[src/rtl/core/sba_pkg.sv]
// Shared constants for the sprite batch assembler: command and record codes,
// register indexes and reset values. No dependencies.
package sba_pkg;

   localparam int MAX_SLOTS_DEFAULT          = 32;
   localparam int COLOUR_STACK_DEPTH_DEFAULT = 8;

   // Command codes
   localparam logic [2:0] CMD_BEGIN = 3'd0;
   localparam logic [2:0] CMD_DRAW  = 3'd1;
   localparam logic [2:0] CMD_END   = 3'd2;
   localparam logic [2:0] CMD_PUSH  = 3'd3;
   localparam logic [2:0] CMD_POP   = 3'd4;

   // Result record kinds
   localparam logic [1:0] KIND_VERTEX = 2'd0;
   localparam logic [1:0] KIND_BIND   = 2'd1;
   localparam logic [1:0] KIND_DRAW   = 2'd2;

   // Register indexes
   localparam logic CSR_MAX_QUADS  = 1'b0;
   localparam logic CSR_SLOT_LIMIT = 1'b1;

   localparam logic [15:0] MAX_QUADS_RESET  = 16'd20000;
   localparam logic [5:0]  SLOT_LIMIT_RESET = 6'd10;
   localparam logic [5:0]  SLOT_LIMIT_FLOOR = 6'd2;
   localparam logic [31:0] WHITE_COLOUR     = 32'hFFFF_FFFF;
   localparam logic [15:0] BLANK_TEXTURE    = 16'h0000;

endpackage

[src/rtl/core/sba_ram.sv]
// Generic single-write, single-read RAM with a registered read port.
// No dependencies.
module sba_ram #(
   parameter int WIDTH = 16,
   parameter int DEPTH = 32
) (
   input  logic                     clock,
   input  logic                     wr_en,
   input  logic [$clog2(DEPTH)-1:0] wr_addr,
   input  logic [WIDTH-1:0]         wr_data,
   input  logic [$clog2(DEPTH)-1:0] rd_addr,
   output logic [WIDTH-1:0]         rd_data
);

   logic [WIDTH-1:0] mem [DEPTH];
   logic [WIDTH-1:0] rd_data_ff;

   always_ff @(posedge clock) begin
      if (wr_en) begin
         mem[wr_addr] <= wr_data;
      end
      rd_data_ff <= mem[rd_addr];
   end

   assign rd_data = rd_data_ff;

endmodule

[src/rtl/core/sprite_batch_assembler.sv]
// Top level of the sprite batch assembler: command sequencer, slot search and
// vertex emission. Depends on sba_pkg and sba_ram.
//
// The block takes one command item at a time (start while busy is low) and
// emits its result items one per cycle on the rsp_ ports, each marked by
// rsp_valid for exactly one cycle; the receiver cannot stall the block, so it
// must take every result in the cycle it is shown. rsp_last marks the final
// result of a command. Begin, push, pop and ignored commands only pass
// through dispatch. A draw goes through dispatch, search preparation and the
// search, which reads slot table entries up to the hit (all slots_used on a
// miss), then emits four vertices; a miss adds the texture in between. The
// search reads the slot table RAM one entry per cycle through a single
// comparator. A flush (before a draw at the quad limit, on a miss with the
// slot table full, or at end of scene) emits one bind record per used slot
// and then the draw record if quads are pending, and nothing otherwise.
// Slot table and colour stack live in RAM; slot 0 (white) and the bottom
// colour (opaque white) are never written and read as their reset values,
// so no clearing pass runs after reset. Configuration (csr_) is accepted
// whenever busy is low.
module sprite_batch_assembler
   import sba_pkg::*;
#(
   parameter int MAX_SLOTS          = MAX_SLOTS_DEFAULT,
   parameter int COLOUR_STACK_DEPTH = COLOUR_STACK_DEPTH_DEFAULT
) (
   input  logic        clock,
   input  logic        reset,
   // command items
   input  logic        start,
   output logic        busy,
   input  logic [2:0]  req_cmd,
   input  logic [15:0] req_texture_id,
   input  logic [31:0] req_loc_x,
   input  logic [31:0] req_loc_y,
   input  logic [31:0] req_loc_z,
   input  logic [15:0] req_size_w,
   input  logic [15:0] req_size_h,
   input  logic [15:0] req_pivot_x,
   input  logic [15:0] req_pivot_y,
   input  logic [63:0] req_uv_rect,
   input  logic [31:0] req_colour,
   // result items
   output logic        rsp_valid,
   output logic [1:0]  rsp_kind,
   output logic [31:0] rsp_pos_x,
   output logic [31:0] rsp_pos_y,
   output logic [31:0] rsp_pos_z,
   output logic [31:0] rsp_vert_colour,
   output logic [15:0] rsp_tex_u,
   output logic [15:0] rsp_tex_v,
   output logic [4:0]  rsp_slot,
   output logic [15:0] rsp_bound_texture,
   output logic [18:0] rsp_index_count,
   output logic        rsp_last,
   // configuration writes
   input  logic        csr_valid,
   output logic        csr_ready,
   input  logic        csr_index,
   input  logic [15:0] csr_wdata
);

   // Slots above 32 cannot be named by the 5-bit slot field.
   localparam int SLOT_DEPTH = (MAX_SLOTS < 32) ? MAX_SLOTS : 32;
   localparam int SAW        = $clog2(SLOT_DEPTH);
   localparam int UW         = SAW + 1;
   localparam int CAW        = $clog2(COLOUR_STACK_DEPTH);
   localparam int DW         = CAW + 1;

   // Sequencer states
   localparam logic [3:0] S_IDLE     = 4'd0;
   localparam logic [3:0] S_DISPATCH = 4'd1;
   localparam logic [3:0] S_FL_PREP  = 4'd2;
   localparam logic [3:0] S_FL_BIND  = 4'd3;
   localparam logic [3:0] S_FL_DRAW  = 4'd4;
   localparam logic [3:0] S_SR_PREP  = 4'd5;
   localparam logic [3:0] S_SR       = 4'd6;
   localparam logic [3:0] S_MISS     = 4'd7;
   localparam logic [3:0] S_ADD      = 4'd8;
   localparam logic [3:0] S_VTX      = 4'd9;

   // Where to go once a flush finishes
   localparam logic [1:0] RET_IDLE   = 2'd0;
   localparam logic [1:0] RET_SEARCH = 2'd1;
   localparam logic [1:0] RET_ADD    = 2'd2;

   // Control state
   logic [3:0]     state_ff, state_in;
   logic [1:0]     ret_ff, ret_in;
   logic           active_ff, active_in;
   logic [UW-1:0]  used_ff, used_in;
   logic [15:0]    pending_ff, pending_in;
   logic [DW-1:0]  depth_ff, depth_in;
   logic [SAW-1:0] idx_ff, idx_in;
   logic [SAW-1:0] slot_ff, slot_in;
   logic [1:0]     vc_ff, vc_in;
   logic [15:0]    max_quads_ff, max_quads_in;
   logic [5:0]     slot_limit_ff, slot_limit_in;
   logic           rsp_valid_ff, rsp_valid_in;
   logic           slot_rd_zero_ff;

   // Captured command item
   logic [2:0]  cmd_ff;
   logic [15:0] tex_ff;
   logic [31:0] lx_ff, ly_ff, lz_ff;
   logic [15:0] w_ff, h_ff, px_ff, py_ff;
   logic [63:0] uv_ff;
   logic [31:0] colour_ff;

   // Result register
   logic [1:0]  kind_ff, kind_in;
   logic [31:0] pos_x_ff, pos_x_in, pos_y_ff, pos_y_in, pos_z_ff, pos_z_in;
   logic [31:0] vcol_ff, vcol_in;
   logic [15:0] tex_u_ff, tex_u_in, tex_v_ff, tex_v_in;
   logic [4:0]  rslot_ff, rslot_in;
   logic [15:0] bound_ff, bound_in;
   logic [18:0] icount_ff, icount_in;
   logic        last_ff, last_in;

   // RAM ports
   logic           slot_we;
   logic [SAW-1:0] slot_wr_addr, slot_rd_addr;
   logic [15:0]    slot_rd_data, slot_entry;
   logic           col_we;
   logic [CAW-1:0] col_wr_addr, col_rd_addr;
   logic [31:0]    col_rd_data, col_top;

   logic           accept;
   logic           csr_write;
   logic [15:0]    quad_limit;
   logic [5:0]     eff_slot_limit;
   logic [3:0]     ret_state;
   logic           idx_is_last;
   logic [15:0]    dx, dz;

   assign busy      = (state_ff != S_IDLE);
   assign accept    = start && !busy;
   assign csr_ready = !busy;
   assign csr_write = csr_valid && csr_ready;

   // max_quads of zero acts as one; slot_limit saturates to the usable range.
   assign quad_limit = (max_quads_ff == 16'd0) ? 16'd1 : max_quads_ff;
   always_comb begin
      if (slot_limit_ff < SLOT_LIMIT_FLOOR) begin
         eff_slot_limit = SLOT_LIMIT_FLOOR;
      end else if (slot_limit_ff > 6'(SLOT_DEPTH)) begin
         eff_slot_limit = 6'(SLOT_DEPTH);
      end else begin
         eff_slot_limit = slot_limit_ff;
      end
   end

   always_comb begin
      case (ret_ff)
         RET_SEARCH: ret_state = S_SR_PREP;
         RET_ADD:    ret_state = S_ADD;
         default:    ret_state = S_IDLE;
      endcase
   end

   // Slot 0 is never written: it always reads as the white texture.
   assign slot_entry  = slot_rd_zero_ff ? BLANK_TEXTURE : slot_rd_data;
   assign idx_is_last = ((UW'(idx_ff) + UW'(1)) == used_ff);

   // Bottom of the colour stack is never written: it reads as opaque white.
   assign col_rd_addr = CAW'(depth_ff - DW'(1));
   assign col_wr_addr = depth_ff[CAW-1:0];
   assign col_top     = (depth_ff == DW'(1)) ? WHITE_COLOUR : col_rd_data;

   // Corner offsets: only the upper half of the x and z positions moves; y is passed through.
   assign dx = (vc_ff[0] ? w_ff : 16'd0) - px_ff;
   assign dz = (vc_ff[1] ? h_ff : 16'd0) - py_ff;

   always_comb begin
      state_in      = state_ff;
      ret_in        = ret_ff;
      active_in     = active_ff;
      used_in       = used_ff;
      pending_in    = pending_ff;
      depth_in      = depth_ff;
      idx_in        = idx_ff;
      slot_in       = slot_ff;
      vc_in         = vc_ff;
      max_quads_in  = max_quads_ff;
      slot_limit_in = slot_limit_ff;
      slot_we       = 1'b0;
      slot_wr_addr  = SAW'(used_ff);
      slot_rd_addr  = '0;
      col_we        = 1'b0;
      rsp_valid_in  = 1'b0;
      kind_in       = KIND_VERTEX;
      pos_x_in      = '0;
      pos_y_in      = '0;
      pos_z_in      = '0;
      vcol_in       = '0;
      tex_u_in      = '0;
      tex_v_in      = '0;
      rslot_in      = '0;
      bound_in      = '0;
      icount_in     = '0;
      last_in       = 1'b0;

      if (csr_write) begin
         case (csr_index)
            CSR_MAX_QUADS:  max_quads_in  = csr_wdata;
            CSR_SLOT_LIMIT: slot_limit_in = csr_wdata[5:0];
            default:        ;
         endcase
      end

      case (state_ff)
         S_IDLE: begin
            if (start) begin
               state_in = S_DISPATCH;
            end
         end
         S_DISPATCH: begin
            state_in = S_IDLE;
            case (cmd_ff)
               CMD_BEGIN: begin
                  // drop any pending batch
                  active_in  = 1'b1;
                  pending_in = '0;
                  used_in    = UW'(1);
               end
               CMD_DRAW: begin
                  if (active_ff && (tex_ff != 16'd0)) begin
                     if (pending_ff >= quad_limit) begin
                        ret_in   = RET_SEARCH;
                        state_in = S_FL_PREP;
                     end else begin
                        state_in = S_SR_PREP;
                     end
                  end
               end
               CMD_END: begin
                  if (active_ff) begin
                     active_in = 1'b0;
                     ret_in    = RET_IDLE;
                     state_in  = S_FL_PREP;
                  end
               end
               CMD_PUSH: begin
                  if (depth_ff < DW'(COLOUR_STACK_DEPTH)) begin
                     col_we   = 1'b1;
                     depth_in = depth_ff + DW'(1);
                  end
               end
               CMD_POP: begin
                  if (depth_ff > DW'(1)) begin
                     depth_in = depth_ff - DW'(1);
                  end
               end
               default: ;
            endcase
         end
         S_FL_PREP: begin
            if (pending_ff == 16'd0) begin
               used_in  = UW'(1);
               state_in = ret_state;
            end else begin
               slot_rd_addr = '0;
               idx_in       = '0;
               state_in     = S_FL_BIND;
            end
         end
         S_FL_BIND: begin
            rsp_valid_in = 1'b1;
            kind_in      = KIND_BIND;
            rslot_in     = 5'(idx_ff);
            bound_in     = slot_entry;
            slot_rd_addr = idx_ff + SAW'(1);
            idx_in       = idx_ff + SAW'(1);
            if (idx_is_last) begin
               state_in = S_FL_DRAW;
            end
         end
         S_FL_DRAW: begin
            rsp_valid_in = 1'b1;
            kind_in      = KIND_DRAW;
            icount_in    = {1'b0, pending_ff, 2'b00} + {2'b00, pending_ff, 1'b0};
            last_in      = (ret_ff == RET_IDLE);
            pending_in   = '0;
            used_in      = UW'(1);
            state_in     = ret_state;
         end
         S_SR_PREP: begin
            slot_rd_addr = '0;
            idx_in       = '0;
            state_in     = S_SR;
         end
         S_SR: begin
            if (slot_entry == tex_ff) begin
               slot_in  = idx_ff;
               vc_in    = '0;
               state_in = S_VTX;
            end else if (idx_is_last) begin
               state_in = S_MISS;
            end else begin
               slot_rd_addr = idx_ff + SAW'(1);
               idx_in       = idx_ff + SAW'(1);
            end
         end
         S_MISS: begin
            if (6'(used_ff) >= eff_slot_limit) begin
               ret_in   = RET_ADD;
               state_in = S_FL_PREP;
            end else begin
               state_in = S_ADD;
            end
         end
         S_ADD: begin
            slot_we  = 1'b1;
            slot_in  = SAW'(used_ff);
            used_in  = used_ff + UW'(1);
            vc_in    = '0;
            state_in = S_VTX;
         end
         S_VTX: begin
            // corners: top left, top right, bottom left, bottom right
            rsp_valid_in = 1'b1;
            kind_in      = KIND_VERTEX;
            pos_x_in     = {lx_ff[31:16] + dx, lx_ff[15:0]};
            pos_y_in     = ly_ff;
            pos_z_in     = {lz_ff[31:16] + dz, lz_ff[15:0]};
            vcol_in      = col_top;
            tex_u_in     = vc_ff[0] ? uv_ff[47:32] : uv_ff[15:0];
            tex_v_in     = vc_ff[1] ? uv_ff[63:48] : uv_ff[31:16];
            rslot_in     = 5'(slot_ff);
            vc_in        = vc_ff + 2'd1;
            if (&vc_ff) begin
               last_in    = 1'b1;
               pending_in = pending_ff + 16'd1;
               state_in   = S_IDLE;
            end
         end
         default: begin
            state_in = S_IDLE;
         end
      endcase
   end

   always_ff @(posedge clock) begin
      if (reset) begin
         state_ff      <= S_IDLE;
         ret_ff        <= RET_IDLE;
         active_ff     <= 1'b0;
         used_ff       <= UW'(1);
         pending_ff    <= '0;
         depth_ff      <= DW'(1);
         idx_ff        <= '0;
         slot_ff       <= '0;
         vc_ff         <= '0;
         max_quads_ff  <= MAX_QUADS_RESET;
         slot_limit_ff <= SLOT_LIMIT_RESET;
         rsp_valid_ff  <= 1'b0;
      end else begin
         state_ff      <= state_in;
         ret_ff        <= ret_in;
         active_ff     <= active_in;
         used_ff       <= used_in;
         pending_ff    <= pending_in;
         depth_ff      <= depth_in;
         idx_ff        <= idx_in;
         slot_ff       <= slot_in;
         vc_ff         <= vc_in;
         max_quads_ff  <= max_quads_in;
         slot_limit_ff <= slot_limit_in;
         rsp_valid_ff  <= rsp_valid_in;
      end
   end

   // Payload: hold the item, load results; no reset needed.
   always_ff @(posedge clock) begin
      if (accept) begin
         cmd_ff    <= req_cmd;
         tex_ff    <= req_texture_id;
         lx_ff     <= req_loc_x;
         ly_ff     <= req_loc_y;
         lz_ff     <= req_loc_z;
         w_ff      <= req_size_w;
         h_ff      <= req_size_h;
         px_ff     <= req_pivot_x;
         py_ff     <= req_pivot_y;
         uv_ff     <= req_uv_rect;
         colour_ff <= req_colour;
      end
      slot_rd_zero_ff <= (slot_rd_addr == '0);
      kind_ff   <= kind_in;
      pos_x_ff  <= pos_x_in;
      pos_y_ff  <= pos_y_in;
      pos_z_ff  <= pos_z_in;
      vcol_ff   <= vcol_in;
      tex_u_ff  <= tex_u_in;
      tex_v_ff  <= tex_v_in;
      rslot_ff  <= rslot_in;
      bound_ff  <= bound_in;
      icount_ff <= icount_in;
      last_ff   <= last_in;
   end

   sba_ram #(
      .WIDTH (16),
      .DEPTH (SLOT_DEPTH)
   ) u_slot_table (
      .clock   (clock),
      .wr_en   (slot_we),
      .wr_addr (slot_wr_addr),
      .wr_data (tex_ff),
      .rd_addr (slot_rd_addr),
      .rd_data (slot_rd_data)
   );

   sba_ram #(
      .WIDTH (32),
      .DEPTH (COLOUR_STACK_DEPTH)
   ) u_colour_stack (
      .clock   (clock),
      .wr_en   (col_we),
      .wr_addr (col_wr_addr),
      .wr_data (colour_ff),
      .rd_addr (col_rd_addr),
      .rd_data (col_rd_data)
   );

   assign rsp_valid         = rsp_valid_ff;
   assign rsp_kind          = kind_ff;
   assign rsp_pos_x         = pos_x_ff;
   assign rsp_pos_y         = pos_y_ff;
   assign rsp_pos_z         = pos_z_ff;
   assign rsp_vert_colour   = vcol_ff;
   assign rsp_tex_u         = tex_u_ff;
   assign rsp_tex_v         = tex_v_ff;
   assign rsp_slot          = rslot_ff;
   assign rsp_bound_texture = bound_ff;
   assign rsp_index_count   = icount_ff;
   assign rsp_last          = last_ff;

   // An accepted item always occupies the sequencer for the next cycle.
   a_accept_busy: assert property (@(posedge clock) disable iff (reset)
      accept |=> busy)
      else $error("accepted item did not raise busy");

   // Colour stack depth stays between one and its capacity.
   a_depth_range: assert property (@(posedge clock) disable iff (reset)
      (depth_ff >= DW'(1)) && (depth_ff <= DW'(COLOUR_STACK_DEPTH)))
      else $error("colour stack depth out of range");

   // A vertex always names a slot that is in use in the current batch.
   a_vertex_slot: assert property (@(posedge clock) disable iff (reset)
      (rsp_valid && (rsp_kind == KIND_VERTEX)) |-> (6'(rsp_slot) < 6'(used_ff)))
      else $error("vertex slot beyond slots in use");

   // A draw record only goes out for a non-empty batch.
   a_draw_nonzero: assert property (@(posedge clock) disable iff (reset)
      (rsp_valid && (rsp_kind == KIND_DRAW)) |-> (rsp_index_count != 19'd0))
      else $error("draw record with no quads");

endmodule
[config.mk]
export PLATFORM = sky130hd
export DESIGN_NAME = sprite_batch_assembler
export DESIGN_NICKNAME = d
export VERILOG_FILES = /design/src/rtl/core/sba_pkg.sv /design/src/rtl/core/sba_ram.sv /design/src/rtl/core/sprite_batch_assembler.sv
export SDC_FILE = /design/constraint.sdc
export NUM_CORES = 2
export LEC_CHECK = 0
export ABC_AREA = 1
export BUFFER_PORTS_ARGS = -buffer_cell sky130_fd_sc_hd__buf_2
export CAP_MARGIN = 5
export CORE_MARGIN = 4
export CORE_UTILIZATION = 59
export DETAILED_ROUTE_END_ITERATION = 16
export PLACE_DENSITY_LB_ADDON = 0.25
export SLEW_MARGIN = 40
export SYNTH_ARGS = -nofsm -noshare
export SYNTH_HDL_FRONTEND = slang
export SYNTH_SLANG_ARGS = --single-unit
[constraint.sdc]
create_clock -name clock -period 17.9 [get_ports clock]
set_input_delay 3.58 -clock clock [delete_from_list [all_inputs] [get_ports clock]]
set_output_delay 3.58 -clock clock [all_outputs]
set_load 0.01 [all_outputs]
==> impl_metrics.py <==
metrics = {
    "critical_path": {
        "cp-start-kind": "flip-flop",
        "reg2reg_slack_ns": 12.65,
        "crit_path_end": "busy",
        "r2r_start": "tex_ff[7]$_DFFE_PP_",
        "crit_start": "state_ff[1]$_SDFFE_PP0P_",
        "critPathMostFrequentCell": "nor2_1",
        "cpPeakStageDelay_ns": 0.37,
        "r2r_cells": 20,
        "critPathKind": "flip-flop to primary output",
        "r2r-end": "u_slot_table.rd_data[7]$_DFF_P_",
        "cp_num_cells": 5,
        "cp_cell_sequence": "nor2_1 -> nand2_1 -> nor2_1 -> inv_1 -> buf_2",
        "cp-end-kind": "primary output",
        "slowest_stage": "dfxtp_1",
        "required_ns": 14.32,
        "path_max_fanout": 7,
        "cpLargestDelayFamily": "simple AND/OR/NAND/NOR gates",
        "arrival_ns": 2.13,
        "crit_buf_inv": 2,
    },
    "detailed_routing": {
        "routed_wl_microns": 147000,
        "vias": 38300,
        "viasPerCell": 5.48,
        "drt-pass1-iter-count": 7,
        "drc": 0,
        "wl_per_cell_microns": 21.0,
        "drtAntennaViolNets": 0,
        "initialDrtViolationCount": 4497,
    },
    "clock_tree": {
        "clk_latency_ns": 0.76,
        "cts.sinks": 1362,
        "clock_path_buffers": 3,
        "numCtsBuffers": 141,
        "cts.repair_timing.setup_buffer_count": 0,
        "clk_transition_reported_paths_ns": 0.06,
        "cts_root_buf": "clkbuf_16",
        "cts_hold_buf": 0,
        "cts_resized": 0,
        "cts_tree": "built",
        "cts_max_level": 4,
    },
    "sta": {
        "drv_slew": 0,
        "fin_crit_sh_pct": 31.9,
        "max_freq_ghz": 0.175,
        "rsz0062_at_grt": "no",
        "fin_skew_ns": 0.0292,
        "setup_viol": 0,
        "timing.slew.headroom_pct": 37.9,
        "hold_viol": 0,
        "hold_ws_ns": 0.434,
        "post-route-min-period_ns": 5.71,
        "finalSetupTns_ns": 0,
        "worst_pin_slew_ns": 0.929,
    },
    "synth": {
        "async_flop_share_pct": 0,
        "yosys_warnings": 0,
        "netlist_area_sq_um": 54700,
        "synth_fp_nets": 5514,
        "yosysUniqueCellTypes": 54,
        "synth_area_per_cell_sq_um": 10.7,
        "synth_edf_count": 1043,
        "ys_seq_elements": 1362,
        "synth_top_flop_cell": "edfxtp_1",
        "seq_area_frac_synth_pct": 68.9,
        "syn_inst": 5099,
    },
    "global_route": {
        "grt_pass1_vias": 35900,
        "grt_pass1_wl_microns": 217000,
        "antenna_found_initial": 28,
        "gr-total-overflow": 0,
        "grt_start_max_net_pins": 115,
        "track_usage_pct": 29.5,
    },
    "pwr": {
        "ir_worst_vdd_v": 0.0000976,
        "power_per_cell_area_nw_per_um2": 105,
        "p_leak_uw": 0.0266,
    },
    "floorplan": {
        "core_area_sq_um": 91800,
        "die_area_sq_um": 97600,
        "die_y_microns": 312,
        "initial_utilization_pct": 59.6,
        "die_w_microns": 312,
        "rows": 111,
        "ios": 502,
    },
    "final_layout": {
        "area_growth_pct": 15.9,
        "layout.nets": 6020,
        "final_common_cell": "edfxtp_1",
        "layout_common_cells": "1043 x edfxtp_1, 893 x nand2_1, 843 x nor2_1, 676 x inv_1, 500 x buf_2",
        "drive_gt1_share_pct": 14.6,
    },
    "outcome": {
        "outcome": "complete, no violations",
    },
    "placement": {
        "place_hpwl_microns": 91800,
        "gp_congestion": 0.979,
        "io_buffers": 500,
    },
    "run": {
        "maxCapViolations": 0,
    },
    "worst_hold_path": {
        "min_from": "u_colour_stack.rd_data[14]$_DFF_P_",
        "hp-class": "flip-flop to flip-flop",
    },
}
==> area by class of cell <==
cell class / count / area, sq um
Timing Repair Buffer: 574 / 3180
Clock inverter: 61 / 728
Fill cell: 6678 / 28400
Antenna cell: 18 / 45.0
Multi-Input combinational cell: 2834 / 13700
Sequential cell: 1362 / 37700
Tap cell: 1243 / 1560
Inverter: 692 / 2600
Clock buffer: 201 / 3880
==> routing by layer <==
| layer | up-vias | share of wire [%] | global-route usage, % |
|---|---|---|---|
| met2 | 1978 | 46 | 44.8 |
| met4 | 4 | 3.3 | 11.0 |
| met1 | 18200 | 40 | 42.3 |
| met5 | - | 0.023 | 0 |
| met3 | 286 | 11 | 6.23 |
| li1 | 17800 | - | - |
==> report_power, final <==
group	switching, uW	leakage, uW	internal (uW)
Clock	1230	0.00223	1670
Sequential	27.9	0.0121	3470
Combinational	190	0.0122	89.8
==> cell families (layout without fill, tap and decap cells) <==
logic type / Yosys count / after routing / share of synthesized area (%)
AO/OA/AOI/OAI: 570 / 570 / 5.63
XOR/XNOR: 9 / 9 / 0.144
adder cells (fa/ha/maj): 119 / 119 / 3.15
flip-flops: 1362 / 1362 / 68.9
buffers and inverters: 903 / 1528 / 6.45
AND/OR/NAND/NOR: 2135 / 2135 / 15.7
other: 1 / 19 / 0.00686
==> worst min-delay path: stages, from the launching register on <==
cell,delay (ns)
dfxtp_1,0.30
inv_1,0.04
a21oi_1,0.05
==> per-stage QoR <==
stage	instances	util (%)	power, uW	setup slack (ns)	cell area [sq um]
floorplan	5099	-	3730	2.08	54700
global placement	6699	63.7	3830	11.20	58500
detailed placement	6703	63.9	3840	11.33	58700
CTS	6965	68.9	6710	12.11	63300
global route	6982	69.0	6880	12.12	63400
finish	6985	69.0	6680	12.19	63400
==> how the worst min path moves through the flow <==
| stage | endpoint | slack [ns] | cells after the start |
|---|---|---|---|
| 5_1_grt | rsp_vert_colour[20]$_SDFF_PN0_ | 0.44 | 2 |
| 6_report | rsp_vert_colour[14]$_SDFF_PN0_ | 0.43 | 2 |
| 2_1_floorplan | rsp_vert_colour[0]$_SDFF_PN0_ | 0.42 | 2 |
| 4_1_cts | rsp_vert_colour[14]$_SDFF_PN0_ | 0.44 | 2 |
| 3_3_place_gp | rsp_vert_colour[0]$_SDFF_PN0_ | 0.42 | 2 |
| 3_5_place_dp | rsp_vert_colour[20]$_SDFF_PN0_ | 0.42 | 2 |
==> synth_stat cells, types with 32 or more instances <==
| library cell | n | share of area, % |
|---|---|---|
| a21oi_1 | 204 | 1.9 |
| o22ai_1 | 32 | 0.37 |
| nand3_1 | 319 | 2.9 |
| edfxtp_1 | 1043 | 57 |
| inv_1 | 679 | 4.7 |
| dfxtp_1 | 319 | 12 |
| buf_2 | 59 | 0.54 |
| o21ai_0 | 247 | 2.3 |
| nand2_1 | 899 | 6.2 |
| a31oi_1 | 40 | 0.46 |
| clkbuf_1 | 130 | 0.89 |
| ha_1 | 88 | 2.0 |
| nor2_1 | 865 | 5.9 |
==> state kept, by name, summed over array words and instances (netlist names), 16 cells and up <==
name	flops
rsp_pos_z	32
u_slot_table.rd_data	16
uv_ff	64
max_quads_ff	16
rsp_index_count	18
rsp_tex_u	16
rsp_bound_texture	16
rsp_vert_colour	32
rsp_pos_x	32
colour_ff	32
u_slot_table.mem	512
lx_ff	32
u_colour_stack.rd_data	32
rsp_tex_v	16
tex_ff	16
w_ff	16
px_ff	16
pending_ff	16
lz_ff	32
py_ff	16
u_colour_stack.mem	256
rsp_pos_y	32
h_ff	16
ly_ff	32
No activity file was read; power rests on OpenSTA's default activity.
